### src/design/bcdc_pkg.sv
// ============================================================================
// bcdc_pkg: shared types and constants
// Field widths, decimal constants and the item and result structures of the
// debounced BCD counter with multiplexed display.
// ============================================================================
package bcdc_pkg;

    localparam int DIGIT_COUNT_DEF = 4;
    localparam int DIGIT_W         = 4;
    localparam int RADIX           = 10;
    localparam int BCD_TOP         = 9;
    localparam int LIMIT_DIGITS    = 6;

    localparam int PRESET_W        = 14;
    localparam int COUNT_W         = 16;
    localparam int THR_W           = 16;
    localparam int SEG_W           = 8;

    localparam logic [THR_W-1:0] THR_RESET = 16'd3277;

    localparam int S_TDATA_W       = 16;
    localparam int S_TUSER_W       = 1;
    localparam int M_TDATA_W       = 32;

    // One input tick after unpacking from the stream
    typedef struct packed {
        logic                button;
        logic                strobe;
        logic                load;
        logic [PRESET_W-1:0] preset;
    } bcdc_item_t;

    // One result item; segment sits in the lowest bits
    typedef struct packed {
        logic [COUNT_W-1:0] count;
        logic               press;
        logic               common;
        logic [SEG_W-1:0]   segment;
    } bcdc_result_t;

    localparam int RESULT_W = $bits(bcdc_result_t);

endpackage

### src/design/debounced_bcd_counter_display_mux_unit.sv
// ============================================================================
// debounced_bcd_counter_display_mux_unit: debounced BCD event counter
// Counts debounced button presses in binary and BCD, loads a stored preset
// and drives a two-phase multiplexed digit display latch.
// ============================================================================
// Dataflow: an accepted item waits in the input register and moves to the
//   result register once the output is free, which raises m_tvalid; the
//   result item is then held until m_tready takes it.
// Throughput: one item per cycle unless m_tready stalls the output; the
//   state update is a single pass of short logic between the two registers.
// Reset: rst_n clears counts, run length, phase, display latch and both
//   valid flags at once, and restores the debounce threshold to 3277.
module debounced_bcd_counter_display_mux_unit #(
    parameter int DIGIT_COUNT = bcdc_pkg::DIGIT_COUNT_DEF
) (
    input  logic                             clk,
    input  logic                             rst_n,
    // Input item stream
    input  logic                             s_tvalid,
    output logic                             s_tready,
    input  logic [bcdc_pkg::S_TDATA_W-1:0]   s_tdata,   // button_level, mux_strobe,
                                                        // preset_value[13:0]
    input  logic [bcdc_pkg::S_TUSER_W-1:0]   s_tuser,   // load_preset
    // Result item stream
    output logic                             m_tvalid,
    input  logic                             m_tready,
    output logic [bcdc_pkg::M_TDATA_W-1:0]   m_tdata,   // segment_byte[7:0],
                                                        // common_select,
                                                        // press_accepted,
                                                        // count_binary[15:0], zeros
    // Debounce threshold register
    input  logic                             cfg_we,
    input  logic [bcdc_pkg::THR_W-1:0]       cfg_wdata
);

    logic                      in_valid_reg, in_valid_next;
    bcdc_pkg::bcdc_item_t      in_item_reg;
    bcdc_pkg::bcdc_item_t      s_item;
    logic                      out_valid_reg, out_valid_next;
    bcdc_pkg::bcdc_result_t    out_data_reg;
    bcdc_pkg::bcdc_result_t    step_result;

    logic [DIGIT_COUNT-1:0][bcdc_pkg::DIGIT_W-1:0] preset_digits;

    logic                      s_accept;
    logic                      out_free;
    logic                      fire;

    // Unpack the incoming item
    assign s_item.button = s_tdata[0];
    assign s_item.strobe = s_tdata[1];
    assign s_item.preset = s_tdata[2 +: bcdc_pkg::PRESET_W];
    assign s_item.load   = s_tuser[0];

    // The result register frees when empty or being drained this cycle;
    // the input register then advances its item into it.
    assign out_free = !out_valid_reg || m_tready;
    assign fire     = in_valid_reg && out_free;
    assign s_tready = !in_valid_reg || out_free;
    assign s_accept = s_tvalid && s_tready;

    always_comb
    begin
        in_valid_next = in_valid_reg;
        if (s_accept)
        begin
            in_valid_next = 1'b1;
        end
        else if (fire)
        begin
            in_valid_next = 1'b0;
        end

        out_valid_next = out_valid_reg;
        if (fire)
        begin
            out_valid_next = 1'b1;
        end
        else if (m_tready)
        begin
            out_valid_next = 1'b0;
        end
    end

    always_ff @(posedge clk or negedge rst_n)
    begin
        if (!rst_n)
        begin
            in_valid_reg  <= 1'b0;
            out_valid_reg <= 1'b0;
        end
        else
        begin
            in_valid_reg  <= in_valid_next;
            out_valid_reg <= out_valid_next;
        end
    end

    // Payload registers: hold until the next transfer
    always_ff @(posedge clk)
    begin
        if (s_accept)
        begin
            in_item_reg <= s_item;
        end
        if (fire)
        begin
            out_data_reg <= step_result;
        end
    end

    // Decimal split of the preset, used only when the item loads it
    bcdc_preset_split #(
        .DIGIT_COUNT (DIGIT_COUNT)
    ) u_split (
        .preset_value (in_item_reg.preset),
        .digits       (preset_digits)
    );

    // Counter state and the per-tick update
    bcdc_step #(
        .DIGIT_COUNT (DIGIT_COUNT)
    ) u_step (
        .clk           (clk),
        .rst_n         (rst_n),
        .cfg_we        (cfg_we),
        .cfg_wdata     (cfg_wdata),
        .fire          (fire),
        .item          (in_item_reg),
        .preset_digits (preset_digits),
        .result        (step_result)
    );

    assign m_tvalid = out_valid_reg;
    assign m_tdata  = {{(bcdc_pkg::M_TDATA_W - bcdc_pkg::RESULT_W){1'b0}}, out_data_reg};

`ifndef SYNTH
    // An empty input stage always takes a new item
    a_empty_ready: assert property (@(posedge clk) disable iff (!rst_n)
        !in_valid_reg |-> s_tready)
        else $error("input stage empty but not ready");

    // A processed item always shows up as a result
    a_fire_out: assert property (@(posedge clk) disable iff (!rst_n)
        fire |=> m_tvalid)
        else $error("processed item produced no result");

    // A waiting item is neither dropped nor altered
    a_hold_item: assert property (@(posedge clk) disable iff (!rst_n)
        (in_valid_reg && !fire) |=> (in_valid_reg && $stable(in_item_reg)))
        else $error("pending item lost or changed");

    // Never overwrite a result that is still stalled
    a_no_overwrite: assert property (@(posedge clk) disable iff (!rst_n)
        !(fire && out_valid_reg && !m_tready))
        else $error("stalled result overwritten");
`endif

endmodule

### src/design/bcdc_preset_split.sv
// ============================================================================
// bcdc_preset_split: binary preset to BCD digits
// Splits the preset into decimal digits with reciprocal multiplies, one per
// digit position, and saturates to all nines above the display range.
// ============================================================================
module bcdc_preset_split #(
    parameter int DIGIT_COUNT = bcdc_pkg::DIGIT_COUNT_DEF
) (
    input  logic [bcdc_pkg::PRESET_W-1:0]                  preset_value,
    output logic [DIGIT_COUNT-1:0][bcdc_pkg::DIGIT_W-1:0]  digits
);

    localparam int PW_IN     = bcdc_pkg::PRESET_W;
    localparam int LimDigits = (DIGIT_COUNT < bcdc_pkg::LIMIT_DIGITS) ?
                               DIGIT_COUNT : bcdc_pkg::LIMIT_DIGITS;
    localparam longint unsigned Limit = longint'(bcdc_pkg::RADIX) ** LimDigits;

    logic [DIGIT_COUNT-1:0][PW_IN-1:0]            quot;
    logic [DIGIT_COUNT-1:0][bcdc_pkg::DIGIT_W-1:0] split;
    logic                                          over;

    // quot[k] = preset / 10^k, each by its own exact reciprocal
    for (genvar k = 0; k < DIGIT_COUNT; k++) begin : g_quot
        localparam longint unsigned Div = longint'(bcdc_pkg::RADIX) ** k;
        localparam int              Sh  = PW_IN + $clog2(Div);
        localparam longint unsigned Mul = ((64'd1 << Sh) + Div - 64'd1) / Div;
        localparam int              PW  = PW_IN + Sh + 1;

        logic [PW-1:0] prod;

        assign prod    = PW'(preset_value) * PW'(Mul);
        assign quot[k] = prod[Sh +: PW_IN];
    end

    // digit k = quot[k] - 10 * quot[k+1]; top digit keeps the rest
    for (genvar k = 0; k < DIGIT_COUNT; k++) begin : g_digit
        if (k < DIGIT_COUNT - 1) begin : g_low
            logic [PW_IN-1:0] diff;

            assign diff     = quot[k] - ((quot[k+1] << 3) + (quot[k+1] << 1));
            assign split[k] = diff[bcdc_pkg::DIGIT_W-1:0];
        end else begin : g_top
            assign split[k] = quot[k][bcdc_pkg::DIGIT_W-1:0];
        end
    end

    assign over = 64'(preset_value) >= Limit;

    always_comb
    begin
        for (int k = 0; k < DIGIT_COUNT; k++)
        begin
            digits[k] = over ? bcdc_pkg::DIGIT_W'(bcdc_pkg::BCD_TOP) : split[k];
        end
    end

endmodule

### src/design/bcdc_step.sv
// ============================================================================
// bcdc_step: counter state and per-tick update
// Holds the debounce run, binary and BCD counts and display phase/latch, and
// works out the next state and result for the item in the input register.
// ============================================================================
module bcdc_step #(
    parameter int DIGIT_COUNT = bcdc_pkg::DIGIT_COUNT_DEF
) (
    input  logic                                          clk,
    input  logic                                          rst_n,
    input  logic                                          cfg_we,
    input  logic [bcdc_pkg::THR_W-1:0]                    cfg_wdata,
    input  logic                                          fire,
    input  bcdc_pkg::bcdc_item_t                          item,
    input  logic [DIGIT_COUNT-1:0][bcdc_pkg::DIGIT_W-1:0] preset_digits,
    output bcdc_pkg::bcdc_result_t                        result
);

    localparam int DW = bcdc_pkg::DIGIT_W;

    logic [bcdc_pkg::THR_W-1:0]        thr_reg;
    logic [bcdc_pkg::THR_W-1:0]        run_reg,   run_next;
    logic [bcdc_pkg::COUNT_W-1:0]      count_reg, count_next;
    logic [DIGIT_COUNT-1:0][DW-1:0]    digits_reg, digits_next;
    logic                              phase_reg, phase_next;
    logic [bcdc_pkg::SEG_W-1:0]        latch_reg, latch_next;

    logic [bcdc_pkg::COUNT_W-1:0]      count_load;
    logic [DIGIT_COUNT-1:0][DW-1:0]    digits_load;
    logic [bcdc_pkg::THR_W-1:0]        run_inc;
    logic                              press;
    logic [DIGIT_COUNT-1:0]            carry;
    logic [DW-1:0]                     hi0, hi1, lo, hi;

    assign count_load  = item.load ? bcdc_pkg::COUNT_W'(item.preset) : count_reg;
    assign digits_load = item.load ? preset_digits : digits_reg;

    // Debounce: extend the run, count on reaching the threshold
    assign run_inc    = run_reg + 1'b1;
    assign press      = item.button && (run_inc == thr_reg);
    assign run_next   = (item.button && !press) ? run_inc : '0;
    assign count_next = press ? count_load + 1'b1 : count_load;

    // Decimal ripple increment
    assign carry[0] = press;
    for (genvar k = 0; k < DIGIT_COUNT; k++) begin : g_bump
        logic [DW-1:0] inc;
        logic          wrap;

        assign inc  = digits_load[k] + 1'b1;
        assign wrap = inc >= DW'(bcdc_pkg::RADIX);
        assign digits_next[k] = carry[k] ? (wrap ? '0 : inc) : digits_load[k];
        if (k < DIGIT_COUNT - 1) begin : g_carry
            assign carry[k+1] = carry[k] && wrap;
        end
    end

    // Display pair selection; missing digits read as zero
    if (DIGIT_COUNT > 2) begin : g_hi0
        assign hi0 = digits_next[2];
    end else begin : g_no_hi0
        assign hi0 = '0;
    end
    if (DIGIT_COUNT > 3) begin : g_hi1
        assign hi1 = digits_next[3];
    end else begin : g_no_hi1
        assign hi1 = '0;
    end

    assign phase_next = item.strobe ? ~phase_reg : phase_reg;
    assign lo         = phase_next ? digits_next[1] : digits_next[0];
    assign hi         = phase_next ? hi1 : hi0;
    assign latch_next = item.strobe ? {hi, lo} : latch_reg;

    assign result.segment = latch_next;
    assign result.common  = phase_next;
    assign result.press   = press;
    assign result.count   = count_next;

    always_ff @(posedge clk or negedge rst_n)
    begin
        if (!rst_n)
        begin
            thr_reg    <= bcdc_pkg::THR_RESET;
            run_reg    <= '0;
            count_reg  <= '0;
            digits_reg <= '0;
            phase_reg  <= 1'b0;
            latch_reg  <= '0;
        end
        else
        begin
            if (cfg_we)
            begin
                thr_reg <= cfg_wdata;
            end
            if (fire)
            begin
                run_reg    <= run_next;
                count_reg  <= count_next;
                digits_reg <= digits_next;
                phase_reg  <= phase_next;
                latch_reg  <= latch_next;
            end
        end
    end

endmodule
### config.mk
export PLATFORM = sky130hd
export DESIGN_NAME = debounced_bcd_counter_display_mux_unit
export DESIGN_NICKNAME = d
export VERILOG_FILES = /design/src/design/bcdc_pkg.sv /design/src/design/debounced_bcd_counter_display_mux_unit.sv /design/src/design/bcdc_preset_split.sv /design/src/design/bcdc_step.sv
export SDC_FILE = /design/constraint.sdc
export NUM_CORES = 1
export LEC_CHECK = 0
export BUFFER_PORTS_ARGS = -buffer_cell sky130_fd_sc_hd__buf_2
export CORE_ASPECT_RATIO = 0.5
export CORE_MARGIN = 3
export CORE_UTILIZATION = 30
export CTS_CLUSTER_DIAMETER = 30
export DETAILED_ROUTE_END_ITERATION = 7
export PLACE_DENSITY = 0.46
export SETUP_SLACK_MARGIN = 0.05
export SLEW_MARGIN = 5
export SYNTH_ARGS = -nofsm -noshare
export SYNTH_HDL_FRONTEND = slang
export SYNTH_SLANG_ARGS = --single-unit
### constraint.sdc
create_clock -name clk -period 9.3 [get_ports clk]
set_input_delay 1.86 -clock clk [delete_from_list [all_inputs] [get_ports clk]]
set_output_delay 1.86 -clock clk [all_outputs]
set_load 0.02 [all_outputs]
Word level (Yosys, flattened, before mapping)
Cells that the tools add are included.
{"block": "word_totals", "reg_bits": 118, "elab_cells": 79}
{"block": "op_classes", "add_sub_neg": 12, "mul": 3, "n_lt_le_gt_ge": 5, "n_eq_ne": 1, "muxes": 24, "bitwise_logic": 1, "n_reduce_logical": 14}
{"cell": "$mux W16", "count": 4}
{"cell": "$mux W4", "count": 14}
{"cell": "$add A16 B1 Y16 const B", "count": 2}
{"cell": "$mul A14 B14 Y27 const B", "count": 1}
{"cell": "$mul A14 B13 Y23 const B", "count": 1}
{"cell": "$mul A14 B15 Y22 const B", "count": 1}
{"cell": "$add A4 B1 Y4 const B", "count": 4}
{"cell": "$eq A16 B16 Y1", "count": 1}
{"cell": "$ge A4 B4 Y1 const B", "count": 4}
{"cell": "$ge A14 B14 Y1 const B", "count": 1}
{"cell": "$add A4 B4 Y4", "count": 3}
{"cell": "$sub A4 B4 Y4", "count": 3}
{"cell": "$mux W8", "count": 1}
{"cell": "$logic_and A1 B1 Y1", "count": 7}
{"cell": "$mux W1", "count": 5}
{"cell": "$reduce_bool A2 Y1", "count": 2}
{"cell": "$logic_not A1 Y1", "count": 3}
{"cell": "$logic_or A1 B1 Y1", "count": 2}
{"cell": "$not A1 Y1", "count": 1}

Longest topological paths before layout
{"block": "depth", "word_depth": 13, "depth_mapped": 35}

Cells and area by module
From an unflattened synthesis, not the netlist that was laid out.
{"block": "hier_totals", "hier_cells": 1602, "hier_area_um2": 15447.3}
{"mod": "bcdc_preset_split", "n_inst": 1, "cells_per_inst": 915, "area_per_inst_um2": 8404.3, "seq_area_each_um2": 0.0}
{"mod": "bcdc_step", "n_inst": 1, "cells_per_inst": 629, "area_per_inst_um2": 5599.1, "seq_area_each_um2": 1835.5}
{"mod": "debounced_bcd_counter_display_mux_unit", "n_inst": 1, "cells_per_inst": 58, "area_per_inst_um2": 1443.9, "seq_area_each_um2": 1341.3}

Worst setup path after synthesis
Ideal clock, no wire load.
{"block": "synth_path", "path_type": "reg-to-reg", "start": "register in_item_reg[12] in the netlist's numbering", "end": "register out_data_reg (netlist bit m_tdata[7]) (data pin)", "t_arrival_ns": 7.769, "required_ns": 9.033, "path_slack_ns": 1.264, "stages_incl_launch_ff": 34, "n_path_buf": 1, "path_cell_list": "edfxtp_1 > inv_1 > ha_1 > inv_1 > fa_1 > fa_1 > inv_1 > fa_1 > inv_1 > fa_1 > inv_1 > fa_1 > inv_1 > ha_1 > nand4_1 > nand2b_1 > nand3_1 > nor2_1 > o21ai_0 > xnor2_1 > inv_1 > ha_1 > nor3b_1 > nor3_1 > o21ai_0 > nand4_1 > or3_1 > a31oi_1 > xnor2_1 > nor2_1 > buf_2 > a41oi_1 > a2111oi_2 > o31ai_1"}
{"element": "start, declared", "line_no": "debounced_bcd_counter_display_mux_unit.sv:37", "source": "bcdc_pkg::bcdc_item_t in_item_reg;"}
{"element": "start signal, assigned", "line_no": "debounced_bcd_counter_display_mux_unit.sv:104", "source": "in_item_reg <= s_item;"}
{"element": "end signal, assigned", "line_no": "debounced_bcd_counter_display_mux_unit.sv:108", "source": "out_data_reg <= step_result;"}
{"element": "end, declared", "line_no": "debounced_bcd_counter_display_mux_unit.sv:40", "source": "bcdc_pkg::bcdc_result_t out_data_reg;"}

==> impl_metrics.toml <==
[final_layout]
stdcell_count = 2343
nNetsFinal = 2111
largest_register_ffs = 26
num_antenna_cells = 0
regArea_um2 = 3180
drive_above_1_share_pct = 10.8
fin_area_um2 = 17000
layout.core_utilization_pct = 34.4
multiInputGateArea_um2 = 10600
synthToLayoutAreaGrowth_pct = 12.0
num-fill-cells = 5096

[power]
p_total_mw = 6.25
internal_power_mw = 3.02
cellLeakagePower_nw = 8.19
p_comb_share_pct = 77.6
seq_power_share_pct = 11.6
peakVddDrop_uv = 418
clkPwrFrac_pct = 10.8
sw_frac_of_total_pct = 51.8
switching_power_mw = 3.24
power_density_nw_per_um2 = 369

[timing]
layout_setup_ws_ns = 0.642
period_share_pct = 93.1
min_period_ns = 8.66
hold_slack_ns = 0.465
maxSlewViolCount = 0
slew_headroom_pct = 27.9
setup_viol = 0
worst_pin_slew_ns = 1.08
max_freq_ghz = 0.116
rsz0062_at_grt = "no"
fin_skew_ns = 0.0170
hold_viol_final = 0
fin_setup_tns_ns = 0

[setup_path]
crit_required_ns = 9.55
slowest_delay_ns = 0.53
crit_fanout = 9
timing_worst_setup_path_type = "reg -> reg"
crit_slowest_cell = "fa_1"
crit_top_cell = "inv_1"
crit_arrival_ns = 8.91
end_kind = "flop"
start_kind = "flop"

[detailed_routing]
vias = 11300
wl_per_cell_um = 18.1
drc = 0
vias_per_cell = 4.83
antenna_left = 0
firstDrtPassIters = 5
first_iter_violations = 623
finalWirelength_um = 42500

[synthesis]
seq_area_frac_synth_pct = 21.0
yosysTopAreaCellShare_pct = 21.1
synth-edff-count = 43
yosys_warnings = 0
yosys.cell_types.count = 84
synth_area_um2 = 15100
synthArstFlopShare_pct = 63.6
synthCells = 1600
synthTopCellsByArea = "ha_1 (21%), fa_1 (18%), dfrtp_1 (11%)"
syn_area_per_cell_um2 = 9.46
synth_top_cell_by_area = "ha_1"
synthFlopType = "dfrtp_1"
synth-seq-cells = 118

[place]
gp_congestion = 0.851
dp_cells = 2311
dpl.hpwl_um = 34500
io_buffers = 65
dp_slack_ns = 0.703
place_area_um2 = 16400

[outcome]
status = "finished, final reports clean"

[floorplanning]
num_io_pins = 72
core_um2 = 49200
initial_utilization_pct = 30.8
rows = 57
die_y_um = 165
die_x_um = 324
die-area_um2 = 53300

[global_routing]
grt_max_degree = 76
antenna_found_initial = 0
grt_pass1_wl_um = 67300
grt_overflow = 0
track_usage_pct = 16.6
grt_pass1_vias = 11400

[hold_path]
hold_path_class = "reg -> reg"

[clocking]
post_cts_resized = 0
post_cts_buffers = 0
root_buffer = "clkbuf_16"
cts_hold_buf = 0
clk_latency_ns = 0.43
htreeDepth = 4
clkSinkCount = 118
clockBufferDepth = 2
cts_buffers = 17
clk_transition_reported_paths_ns = 0.06
cts_tree = "yes"

[run]
drv_cap = 0
==> power groups by stage <==
stage | Combinational (mW) | Clock [mW] | Sequential (mW)
6_report | 4.85 | 0.674 | 0.726
5_1_grt | 5.50 | 0.718 | 0.739
4_1_cts | 4.86 | 0.696 | 0.727
3_5_place_dp | 4.82 | 0 | 0.737
3_3_place_gp | 4.84 | 0 | 0.736
2_1_floorplan | 3.55 | 0 | 0.745
==> worst paths after layout <==
check,start,endpoint,slack [ns],cells after the start
max,in_item_reg[12],m_tdata[4],0.64,33
min,u_step.digits_reg[1],u_step.digits_reg[1],0.47,2
max reg2reg,in_item_reg[12],m_tdata[4],0.64,33
min reg2reg,u_step.digits_reg[1],u_step.digits_reg[1],0.47,2
max in group asynchronous,rst_n,u_step.count_reg[5],6.97,1
min in group asynchronous,rst_n,u_step.thr_reg[13],1.62,1
==> routing by layer <==
metal | wire length, um | share of wire (%) | vias to the layer above | global-route usage (%)
met5 | 0 | 0 | - | 0
met4 | 660 | 1.6 | 0 | 3.85
met3 | 1680 | 3.9 | 32 | 2.40
met2 | 19000 | 45 | 181 | 26.6
met1 | 21100 | 50 | 5521 | 23.5
li1 | - | - | 5581 | -
==> worst max-delay path, delay by kind of cell (launching register included) <==
kind / cells / cell delay (ns)
XOR/XNOR: 2 / 0.41
AND/OR/NAND/NOR: 8 / 1.97
AO/OA/AOI/OAI: 6 / 1.45
buffers and inverters: 9 / 0.87
flip-flops: 1 / 0.32
adder cells (fa/ha/maj): 8 / 3.44
==> placed cells by master, fill, tap and decap left out, types with 7 or more instances in the layout <==
cell and count:
a211oi_1 13, a21o_1 12, a21oi_1 49, a31oi_1 11, and3_1 13, buf_2 64, buf_4 36, clkbuf_16 18
dfrtp_1 68, dfstp_2 7, edfxtp_1 43, fa_1 137, ha_1 255, inv_1 304, mux2_2 26, mux2i_1 13
nand2_1 123, nand2b_1 12, nand3_1 35, nand4_1 12, nor2_1 64, nor2b_1 17, nor3_1 23, nor3b_1 9
nor4_1 7, o211ai_1 14, o21a_1 15, o21ai_0 64, o31ai_1 21, or3_1 9, xnor2_1 43, xor2_1 26
==> cells by family (layout without fill, tap and decap cells) <==
logic type                 after synthesis  count (layout)  share of synthesized area (%)
and+or+nand+nor                        364             364                           12.1
adders and majority gates              392             392                           39.2
muxes                                   39              39                           2.79
DFF                                    118             118                           21.0
other                                    1               6                         0.0248
xor gates and xnor gates                69              69                           3.99
AOI/OAI and AO/OA                      268             268                           12.0
buffers and inverters                  349             438                           8.88
==> cells in the mapped netlist (4+ instances only) <==
library cell / instances
a211o_1: 5
a211oi_1: 13
a21o_1: 12
a21oi_1: 49
a31oi_1: 11
and2_1: 6
and3_1: 13
and4_1: 4
buf_2: 8
buf_4: 6
clkbuf_1: 26
dfrtp_1: 68
dfstp_2: 7
edfxtp_1: 43
fa_1: 137
ha_1: 255
inv_1: 305
mux2_2: 26
mux2i_1: 13
nand2_1: 123
nand2b_1: 12
nand3_1: 35
nand4_1: 12
nand4b_1: 4
nor2_1: 64
nor2b_1: 17
nor3_1: 23
nor3b_1: 9
nor4_1: 7
o211ai_1: 14
o21a_1: 15
o21ai_0: 64
o22ai_1: 5
o31ai_1: 21
o41ai_1: 6
or2_2: 4
or3_1: 9
xnor2_1: 43
xor2_1: 26
==> final cells by class <==
class                      instances  share of cell area [%]
clock buffer                      18                    2.66
timing repair buffer             100                    3.48
clock inverter                    14                   0.819
tap                              649                    4.79
sequential                       118                    18.7
inverter                         306                    6.78
multi-input combinational       1138                    62.7
(Power assumes the default switching activity.)
